**src/sv/fsw_pkg.sv**
```systemverilog
// types, codes and constants shared by the flash staging word writer
// no dependencies; used by fsw_step and flash_staging_word_writer_core
package fsw_pkg;

    localparam int unsigned WordW = 32;
    localparam int unsigned CfgIndexW = 2;
    localparam int unsigned PageLog2W = 5;

    localparam logic [WordW-1:0] AllOnes = 32'hFFFF_FFFF;
    localparam logic [WordW-1:0] WordBytes = 32'd4;
    localparam logic [PageLog2W-1:0] PageLog2Min = 5'd2;
    localparam logic [PageLog2W-1:0] PageLog2Max = 5'd16;
    localparam logic [PageLog2W-1:0] PageLog2Reset = 5'd12;

    localparam logic [1:0] CMD_BEGIN = 2'd0;
    localparam logic [1:0] CMD_DATA = 2'd1;
    localparam logic [1:0] CMD_END = 2'd2;
    localparam logic [1:0] CMD_ABORT = 2'd3;

    localparam logic [1:0] KIND_ERASE = 2'd0;
    localparam logic [1:0] KIND_PROGRAM = 2'd1;
    localparam logic [1:0] KIND_STATUS = 2'd2;

    localparam logic [1:0] STATUS_OK = 2'd0;
    localparam logic [1:0] STATUS_TOO_LARGE = 2'd1;
    localparam logic [1:0] STATUS_NOT_ACTIVE = 2'd2;

    localparam logic [CfgIndexW-1:0] REG_STORAGE_BASE = 2'd0;
    localparam logic [CfgIndexW-1:0] REG_MAX_IMAGE_SIZE = 2'd1;
    localparam logic [CfgIndexW-1:0] REG_PAGE_SIZE_LOG2 = 2'd2;

    typedef struct packed {
        logic [1:0]       command;
        logic [WordW-1:0] image_size;
        logic [7:0]       data_byte;
    } in_item_t;

    typedef struct packed {
        logic [1:0]       kind;
        logic [WordW-1:0] flash_address;
        logic [WordW-1:0] word_value;
        logic [1:0]       status_code;
        logic [WordW-1:0] byte_total;
        logic [WordW-1:0] image_length;
        logic             last;
    } out_item_t;

    typedef struct packed {
        logic [WordW-1:0]     storage_base;
        logic [WordW-1:0]     max_image_size;
        logic [PageLog2W-1:0] page_size_log2;
    } cfg_t;

    typedef struct packed {
        logic             session_active;
        logic [1:0]       byte_slot;
        logic [WordW-1:0] pending_word;
        logic [WordW-1:0] next_address;
        logic [WordW-1:0] accepted_bytes;
    } state_t;

    // the up to three results of one request, waiting to be sent
    typedef struct packed {
        logic             erase_pend;
        logic             prog_pend;
        logic             stat_pend;
        logic [WordW-1:0] address;
        logic [WordW-1:0] word;
        logic [1:0]       status_code;
        logic [WordW-1:0] byte_total;
        logic [WordW-1:0] image_length;
    } batch_t;

endpackage

```
**src/sv/flash_staging_word_writer_core.sv**
```systemverilog
// top level of the flash staging word writer: registers, result sequencing, ports
// depends on fsw_pkg and fsw_step
//
// Each request (begin, data byte, end, abort) is decoded in the cycle it is taken
// and yields one to three results: an optional erase-page command, an optional
// program-word command and always a status result that carries last. Results
// leave through a single output register, one per cycle while out_ready allows.
// A request that flushes a word also yields a program-word command, preceded by
// an erase-page command when the word opens a page. The next request is taken in
// the cycle its predecessor's status result moves to the output register.
// Configuration writes take effect at once and are meant for idle periods only.
module flash_staging_word_writer_core
(
    input  logic                                clk,
    input  logic                                rst_n,
    input  logic                                cfg_write_en,
    input  logic [fsw_pkg::CfgIndexW-1:0]       cfg_index,
    input  logic [fsw_pkg::WordW-1:0]           cfg_data,
    input  logic                                in_valid,
    output logic                                in_ready,
    input  fsw_pkg::in_item_t                   in_data,
    output logic                                out_valid,
    input  logic                                out_ready,
    output fsw_pkg::out_item_t                  out_data
);

    fsw_pkg::cfg_t      cfg_reg;
    fsw_pkg::state_t    state_reg;
    fsw_pkg::state_t    state_next;
    fsw_pkg::batch_t    batch_reg;
    fsw_pkg::batch_t    batch_next;
    fsw_pkg::batch_t    step_batch;
    fsw_pkg::out_item_t out_reg;
    fsw_pkg::out_item_t out_next;
    logic               out_valid_reg;
    logic               batch_busy;
    logic               out_load;
    logic               last_move;
    logic               in_take;

    fsw_step u_step
    (
        .cfg        (cfg_reg),
        .state      (state_reg),
        .item       (in_data),
        .state_next (state_next),
        .batch      (step_batch)
    );

    assign batch_busy = batch_reg.erase_pend | batch_reg.prog_pend | batch_reg.stat_pend;
    assign out_load = batch_busy && (!out_valid_reg || out_ready);
    assign last_move = out_load && !batch_reg.erase_pend && !batch_reg.prog_pend;
    assign in_ready = !batch_busy || last_move;
    assign in_take = in_valid && in_ready;

    // pick the oldest pending result of the current request
    always_comb
    begin
        out_next.kind = fsw_pkg::KIND_STATUS;
        out_next.flash_address = '0;
        out_next.word_value = '0;
        out_next.status_code = batch_reg.status_code;
        out_next.byte_total = batch_reg.byte_total;
        out_next.image_length = batch_reg.image_length;
        out_next.last = 1'b1;
        batch_next = batch_reg;
        if (batch_reg.erase_pend)
        begin
            out_next.kind = fsw_pkg::KIND_ERASE;
            out_next.flash_address = batch_reg.address;
            out_next.status_code = fsw_pkg::STATUS_OK;
            out_next.image_length = '0;
            out_next.last = 1'b0;
            batch_next.erase_pend = 1'b0;
        end
        else if (batch_reg.prog_pend)
        begin
            out_next.kind = fsw_pkg::KIND_PROGRAM;
            out_next.flash_address = batch_reg.address;
            out_next.word_value = batch_reg.word;
            out_next.status_code = fsw_pkg::STATUS_OK;
            out_next.image_length = '0;
            out_next.last = 1'b0;
            batch_next.prog_pend = 1'b0;
        end
        else
        begin
            batch_next.stat_pend = 1'b0;
        end
    end

    always_ff @(posedge clk or negedge rst_n)
    begin
        if (!rst_n)
        begin
            cfg_reg.storage_base <= '0;
            cfg_reg.max_image_size <= '0;
            cfg_reg.page_size_log2 <= fsw_pkg::PageLog2Reset;
        end
        else if (cfg_write_en)
        begin
            case (cfg_index)
                fsw_pkg::REG_STORAGE_BASE:
                begin
                    cfg_reg.storage_base <= cfg_data;
                end
                fsw_pkg::REG_MAX_IMAGE_SIZE:
                begin
                    cfg_reg.max_image_size <= cfg_data;
                end
                fsw_pkg::REG_PAGE_SIZE_LOG2:
                begin
                    cfg_reg.page_size_log2 <= cfg_data[fsw_pkg::PageLog2W-1:0];
                end
                default:
                begin
                    cfg_reg <= cfg_reg;
                end
            endcase
        end
    end

    always_ff @(posedge clk or negedge rst_n)
    begin
        if (!rst_n)
        begin
            state_reg.session_active <= 1'b0;
            state_reg.byte_slot <= 2'd0;
            state_reg.pending_word <= fsw_pkg::AllOnes;
            state_reg.next_address <= '0;
            state_reg.accepted_bytes <= '0;
            batch_reg.erase_pend <= 1'b0;
            batch_reg.prog_pend <= 1'b0;
            batch_reg.stat_pend <= 1'b0;
            out_valid_reg <= 1'b0;
        end
        else
        begin
            if (in_take)
            begin
                state_reg <= state_next;
                batch_reg <= step_batch;
            end
            else if (out_load)
            begin
                batch_reg <= batch_next;
            end
            if (out_load)
            begin
                out_valid_reg <= 1'b1;
            end
            else if (out_ready)
            begin
                out_valid_reg <= 1'b0;
            end
        end
    end

    always_ff @(posedge clk)
    begin
        if (out_load)
        begin
            out_reg <= out_next;
        end
    end

    assign out_valid = out_valid_reg;
    assign out_data = out_reg;

endmodule

```
**src/sv/fsw_step.sv**
```systemverilog
// next-state and result logic for one request of the flash staging word writer
// depends on fsw_pkg
module fsw_step
(
    input  fsw_pkg::cfg_t     cfg,
    input  fsw_pkg::state_t   state,
    input  fsw_pkg::in_item_t item,
    output fsw_pkg::state_t   state_next,
    output fsw_pkg::batch_t   batch
);

    logic [fsw_pkg::PageLog2W-1:0] shift;
    logic [fsw_pkg::WordW-1:0]     page_bytes;
    logic [fsw_pkg::WordW-1:0]     page_mask;
    logic [fsw_pkg::WordW-1:0]     word_ins;
    logic [fsw_pkg::WordW-1:0]     flush_word;
    logic                          do_flush;
    logic [fsw_pkg::WordW-1:0]     addr_after;

    always_comb
    begin
        if (cfg.page_size_log2 < fsw_pkg::PageLog2Min)
        begin
            shift = fsw_pkg::PageLog2Min;
        end
        else if (cfg.page_size_log2 > fsw_pkg::PageLog2Max)
        begin
            shift = fsw_pkg::PageLog2Max;
        end
        else
        begin
            shift = cfg.page_size_log2;
        end
        page_bytes = 32'd1 << shift;
        page_mask = page_bytes - 32'd1;
    end

    always_comb
    begin
        word_ins = state.pending_word;
        word_ins[{state.byte_slot, 3'b000} +: 8] = item.data_byte;
    end

    always_comb
    begin
        state_next = state;
        do_flush = 1'b0;
        flush_word = state.pending_word;
        batch.status_code = fsw_pkg::STATUS_OK;
        batch.image_length = '0;

        case (item.command)
            fsw_pkg::CMD_BEGIN:
            begin
                if (item.image_size > cfg.max_image_size)
                begin
                    batch.status_code = fsw_pkg::STATUS_TOO_LARGE;
                end
                else
                begin
                    state_next.session_active = 1'b1;
                    state_next.byte_slot = 2'd0;
                    state_next.pending_word = fsw_pkg::AllOnes;
                    state_next.next_address = cfg.storage_base;
                    state_next.accepted_bytes = '0;
                    batch.image_length = (item.image_size & ~page_mask) + page_bytes;
                end
            end
            fsw_pkg::CMD_DATA:
            begin
                if (!state.session_active)
                begin
                    batch.status_code = fsw_pkg::STATUS_NOT_ACTIVE;
                end
                else
                begin
                    state_next.pending_word = word_ins;
                    state_next.byte_slot = state.byte_slot + 2'd1;
                    state_next.accepted_bytes = state.accepted_bytes + 32'd1;
                    flush_word = word_ins;
                    do_flush = (state.byte_slot == 2'd3);
                end
            end
            fsw_pkg::CMD_END:
            begin
                if (!state.session_active)
                begin
                    batch.status_code = fsw_pkg::STATUS_NOT_ACTIVE;
                end
                else
                begin
                    do_flush = (state.byte_slot != 2'd0);
                    state_next.session_active = 1'b0;
                end
            end
            fsw_pkg::CMD_ABORT:
            begin
                state_next.session_active = 1'b0;
                state_next.byte_slot = 2'd0;
                state_next.pending_word = fsw_pkg::AllOnes;
                state_next.next_address = '0;
                state_next.accepted_bytes = '0;
            end
            default:
            begin
                state_next = state;
            end
        endcase

        addr_after = do_flush ? state.next_address + fsw_pkg::WordBytes
                              : state.next_address;
        if (do_flush)
        begin
            state_next.next_address = addr_after;
            state_next.pending_word = fsw_pkg::AllOnes;
            state_next.byte_slot = 2'd0;
        end
        if (item.command == fsw_pkg::CMD_END && state.session_active)
        begin
            batch.image_length = addr_after - cfg.storage_base;
        end

        batch.erase_pend = do_flush && ((state.next_address & page_mask) == '0);
        batch.prog_pend = do_flush;
        batch.stat_pend = 1'b1;
        batch.address = state.next_address;
        batch.word = flush_word;
        batch.byte_total = state_next.accepted_bytes;
    end

endmodule

```
**config.mk**
```make
export PLATFORM = sky130hd
export DESIGN_NAME = flash_staging_word_writer_core
export DESIGN_NICKNAME = d
export VERILOG_FILES = /design/src/sv/fsw_pkg.sv /design/src/sv/flash_staging_word_writer_core.sv /design/src/sv/fsw_step.sv
export SDC_FILE = /design/constraint.sdc
export NUM_CORES = 1
export LEC_CHECK = 0
export BUFFER_PORTS_ARGS = -buffer_cell sky130_fd_sc_hd__buf_2
export CAP_MARGIN = 40
export CORE_UTILIZATION = 45
export DETAILED_ROUTE_END_ITERATION = 8
export PLACE_DENSITY_LB_ADDON = 0.3
export SYNTH_ARGS = -nofsm -noshare
export SYNTH_HDL_FRONTEND = slang
export SYNTH_HIERARCHICAL = 1
export SYNTH_SLANG_ARGS = --single-unit
```
**constraint.sdc**
```tcl
create_clock -name clk -period 7.78 [get_ports clk]
set_input_delay 1.556 -clock clk [delete_from_list [all_inputs] [get_ports clk]]
set_output_delay 1.556 -clock clk [all_outputs]
set_load 0.005 [all_outputs]
```
# After elaboration in Yosys (flattened, before gate mapping)
# Cells that the tools add are included.
[classes]
div = 0
n_mux = 32
addsub = 7
n_shift = 3
reduce_logical = 34
n_mul = 0
bitwise = 6
magnitude_cmp = 3
eq_ne = 11
[op_table]
columns = ["operator", "count"]
rows = [
  ["$mux 133", 2],
  ["$mux 32", 8],
  ["$pmux 34 s3", 1],
  ["$mux 99", 1],
  ["$pmux 32 s3", 1],
  ["$mux 68", 1],
  ["$mux 66", 1],
  ["$and 32x32->32", 2],
  ["$pmux 32 s2", 1],
  ["$mux 34", 1],
  ["$add 32x1->32 const B", 1],
  ["$add 32x3->32 const B", 1],
  ["$add 32x32->32", 1],
  ["$bwmux 32", 1],
  ["$gt 32x32->1", 1],
  ["$logic_not 32->1", 1],
  ["$not 32->32", 1],
  ["$shift 8x7->32 const A", 1],
  ["$shiftx 8x7->32", 1],
  ["$shl 1x5->32 const A", 1],
  ["$sub 32x1->32 const B", 1],
  ["$sub 32x32->32", 1],
  ["$mux 5", 2],
  ["$reduce_and 2->1", 5],
  ["other kinds (25)", 58],
]
[word_totals]
inputBits = 81
rom_bits = 0
mem_count = 0
regBits = 435
latch_bits = 0
mem_bits_rw = 0

# Logic depth before layout (Yosys ltp)
[logic_depth]
ltp_word = 12
ltp_mapped = 24

# Modules after synthesis
# The synthesis kept the hierarchy.
[modules_own_cells]
columns = ["module", "area_per_inst_um2", "n_inst", "seq_area_each_um2", "cells_each"]
rows = [
  ["flash_staging_word_writer_core", 15880.2, 1, 12214.2, 892],
  ["fsw_step", 9634.2, 1, 0.0, 1571],
]

# Least setup slack after synthesis
# Ideal clock, no wire load.
[synth_timing]
path_type = "input -> register"
startpoint = "input port out_ready"
endpoint = "register out_reg, in the netlist out_data[100] (enable)"
path_stages = 2
slack_ns = 0.020
arrival_ns = 7.136
setup_ns = 0.625
n_path_buf = 0
path_cell_list = "nor2b_1 > nor2_1"
[synth_via]
elab_chain_cells = 2
[synth_rtl]
columns = ["item", "line_no", "source"]
rows = [
  ["from (decl)", "flash_staging_word_writer_core.sv:23", "input logic out_ready,"],
  ["$logic_or 1x1->1", "flash_staging_word_writer_core.sv:51", "assign out_load = batch_busy && (!out_valid_reg || out_ready);"],
  ["$logic_and 1x1->1", "flash_staging_word_writer_core.sv:51", ""],
  ["via out_load", "flash_staging_word_writer_core.sv:37", "logic out_load;"],
  ["to (signal assigned)", "flash_staging_word_writer_core.sv:163", "out_reg <= out_next;"],
  ["to (decl)", "flash_staging_word_writer_core.sv:33", "fsw_pkg::out_item_t out_reg;"],
]
# The timed path passes the listed nets, and every way through them passes these cells.
# A chain may end at the register's enable or synchronous reset.

==> results by group <==
Yosys
  • Synthesis-stage register bit count: 434
  • Post-synth cell types: 87
  • Yosys warns: 6
  • Post-synthesis cell area: between 20000 and 30000 um^2
  • Post-synth EDFFs: ~260
  • Syn Inst Count: 2463
  • Ys async rst share: 0.396
  • Dominant synthesized flop cell: edfxtp_1
  • Average cell area after synthesis: a little over 10 um^2
  • Register area share after synthesis: 0.479

STA
  • Max-slew headroom: 0.334
  • Worst-Margin Slew: 998 ps
  • Slew Viols, Final: 0
  • Minimum clock period after layout: 5850 ps
  • Setup Skew: 23.8 ps
  • Final period util: 0.752
  • # setup viols final: 0
  • FMAX: 0.171 GHz
  • Setup TNS: 0 ps
  • RSZ-0062 raised after global routing: no
  • Hold Vio Cnt, Final: 0

Clock network
  • Cts bufs inserted: 47
  • CTS tree: yes
  • Clock buffer depth: 3
  • Hold_buf cts: 0
  • Clk_lat worst skew: 600 ps
  • Clock Pin Slew Worst Setup and Hold Paths: 60 ps
  • CTS Sinks: between 400 and 500
  • Post-CTS Setup Inserts: 0
  • H-Tree Level Count: 2
  • # resized after CTS: 0
  • Clock Root Buffer: clkbuf_16

Power and ir drop
  • Pint: ~5200 uW
  • Pwr per Cell Area: 268 nW/um^2
  • Clk network pwr share: 0.315
  • Logic gate share of total power: 0.269
  • Switch share: 0.323
  • P_sw: ~2500 uW
  • LEAKAGE: ~0.012 uW
  • Sequential power share: 0.416
  • Maximum VDD drop: 155 uV

Worst setup path
  • WS Path Type: in -> reg
  • CP required: 8120 ps
  • Largest stage delay, worst path: 640 ps
  • CP startpoint: in_data[40]
  • Startpoint Class: input port
  • Crit-path leading delay family: compound AO/OA/AOI/OAI gates
  • Crit path max fanout: 14
  • Critical-path cell list: buf_2 > inv_1 > ha_1 > o2111ai_4 > inv_1 > nand4_1 > xnor2_1 > ha_1 > nand4_1 > o31ai_1 > a211oi_1 > o31ai_1 > nand3_1 > a21oi_1 > nor2_1 > xnor2_1 > o22ai_1 > and2_1
  • CP Capture Type: flip-flop
  • Worst EP arrival: ~6200 ps
  • Worst r2r src: state_reg[96]
  • CP max-delay cell: o31ai_1
  • Worst path bufs/invs: 3

Die
  • Die span in x: 240 um
  • Die height: 240 um
  • Core Footprint: 55500 um^2
  • Die area: 57700 um^2
  • Num rows: 86
  • I/O pin count: 216
  • Initial core utilization: 0.460

Routing
  • Final wirelength: 66.1 mm
  • Iter 0 DRT Violations: roughly 1600
  • Drt wl/cell: just under 20 um
  • # DRC: 0
  • Vias: roughly 19000
  • 1st-pass router iterations: 6
  • Post-DRT Antenna Nets: 0
  • Vias/cell: around 5.6

Final layout
  • Commonest non-fill, non-tap cell in the layout: edfxtp_1
  • Post-Layout Inst Area: ~28000 um^2
  • Multi-input logic area: 11900 um^2
  • Layout cells sized above 1: 0.217
  • Post-synthesis to final-layout area growth: 11.7%
  • Diodes inserted: 0
  • Largest register FFs: 132
  • Commonest cells after routing, fill and taps aside: edfxtp_1 (262), and2_1 (261), buf_2 (215), nand2_1 (197)
  • Fillcell total: between 5000 and 6000
  • Reg area: 12200 um^2
  • Final Net Count: between 2000 and 3000

Status
  • Status: finished clean

GRT
  • Initial antenna violation count: 1
  • Largest net degree at the start of global routing: 232
  • Remaining Overflow, GRT: 0
  • Total GRT Usage: 0.229
  • First-pass GRT wire length: 103 mm
  • Vias in the first global route: 18220

Placement
  • Dpl cell area: roughly 27000 um^2
  • DP Wirelength: ~46 mm
  • RePlAce Congestion: 0.925
  • Buffers on Ports: 215

Min path
  • Hold path startpoint: batch_next[36]
  • HP Class: reg -> reg

Flow run
  • Max-Cap Viols: 0
[kinds of logic (layout without fill, tap and decap cells)]
kind of cell               count (synthesis)  in the layout  share of synthesized area
other                                      2             19                   0.000294
AOI/OAI and AO/OA                        548            548                      0.139
DFF                                      434            434                      0.479
adders and majority gates                100            100                     0.0492
xor gates and xnor gates                  90             90                     0.0309
muxes                                    183            183                     0.0800
and+or+nand+nor                          795            795                      0.162
buffers and inverters                    311            430                     0.0593
[cells in the mapped netlist (6+ instances only)]
| master | number | share of area |
|---|---|---|
| buf_4 | 69 | 0.020 |
| o21bai_1 | 10 | 0.0029 |
| dfrtp_1 | 138 | 0.14 |
| a22oi_1 | 6 | 0.0018 |
| clkbuf_2 | 8 | 0.0016 |
| a21o_1 | 33 | 0.0097 |
| or3_1 | 6 | 0.0015 |
| and3_1 | 19 | 0.0047 |
| and2_1 | 262 | 0.064 |
| nor2b_1 | 14 | 0.0034 |
| nor3b_1 | 9 | 0.0026 |
| nand3_1 | 48 | 0.0094 |
| o22ai_1 | 30 | 0.0074 |
| a31oi_1 | 19 | 0.0047 |
| dfstp_2 | 34 | 0.035 |
| xnor2_1 | 56 | 0.019 |
| nor4_1 | 6 | 0.0015 |
| clkbuf_1 | 102 | 0.015 |
| a211oi_1 | 8 | 0.0024 |
| o21a_1 | 8 | 0.0024 |
| buf_6 | 7 | 0.0031 |
| a221oi_1 | 14 | 0.0048 |
| nand4_1 | 27 | 0.0066 |
| xor2_1 | 34 | 0.012 |
| nor2_1 | 129 | 0.019 |
| buf_2 | 20 | 0.0039 |
| o31ai_1 | 11 | 0.0032 |
| mux2_2 | 168 | 0.074 |
| nand2_1 | 197 | 0.029 |
| nand2b_1 | 12 | 0.0029 |
| ha_1 | 98 | 0.048 |
| o21ai_0 | 168 | 0.033 |
| mux2i_1 | 15 | 0.0059 |
| nor3_1 | 34 | 0.0067 |
| inv_1 | 94 | 0.014 |
| edfxtp_1 | 262 | 0.31 |
| o211ai_1 | 7 | 0.0021 |
| a22o_1 | 48 | 0.016 |
| a21oi_1 | 138 | 0.027 |
| buf_1 | 10 | 0.0015 |
[layout make-up]
| class | count | share of cell area |
|---|---|---|
| flip-flops and latches | 434 | 0.429 |
| clock buffers | 51 | 0.0425 |
| repair buffers | 247 | 0.0494 |
| well taps | 748 | 0.0328 |
| multi-input cells | 1735 | 0.418 |
| inverters | 95 | 0.0125 |
| clock inverters | 37 | 0.0161 |
[through the flow]
stage	power, uW	instances	setup slack (ps)	utilization	hold slack, ps
after global routing	8040	3347	1510	0.513	423
after detailed placement	5250	3258	1370	0.483	405
final	7640	3347	1930	0.513	418
after floorplan	4690	2480	19.6	-	400
after CTS	7690	3346	1990	0.513	420
after global placement	5200	3250	1500	0.481	402
[path summary, 6_finish.rpt]
kind	end	slack [ps]	depth (start not counted)
worst max-delay path	batch_next[31]	1930	18
worst min-delay path	out_data[37]	420	0
worst max register to register	batch_next[31]	2290	18
worst min register to register	out_data[37]	420	0
max in group asynchronous	state_reg[53]	4850	3
min in group asynchronous	state_reg[98]	1020	1
[per-layer routing]
metal / global-route usage / vias to the layer above / wire length (um)
li1: - / 8890 / -
met1: 0.306 / 9225 / 28900
met2: 0.385 / 488 / 32500
met3: 0.0289 / 105 / 2750
met4: 0.0753 / 2 / 1890
met5: 0 / - / 18
[power groups by stage]
stage	logic (uW)	clock network [uW]	registers, uW
floorplan	1600	0	3090
global placement	1990	0	3210
detailed placement	2030	0	3220
CTS	2050	2460	3180
global route	2270	2550	3220
finish	2050	2410	3180
[worst register-to-register path, stage by stage (launching register included)]
cell and delay (ps):
dfrtp_1 480, inv_1 200, ha_1 300, nand2_1 140, o2111ai_4 290, inv_1 480
nand4_1 380, xnor2_1 230, ha_1 400, nand4_1 150, o31ai_1 640, a211oi_1 220
o31ai_1 530, nand3_1 150, a21oi_1 170, nor2_1 70, xnor2_1 160, o22ai_1 90
and2_1 160
No activity file was read; power rests on OpenSTA's default activity.
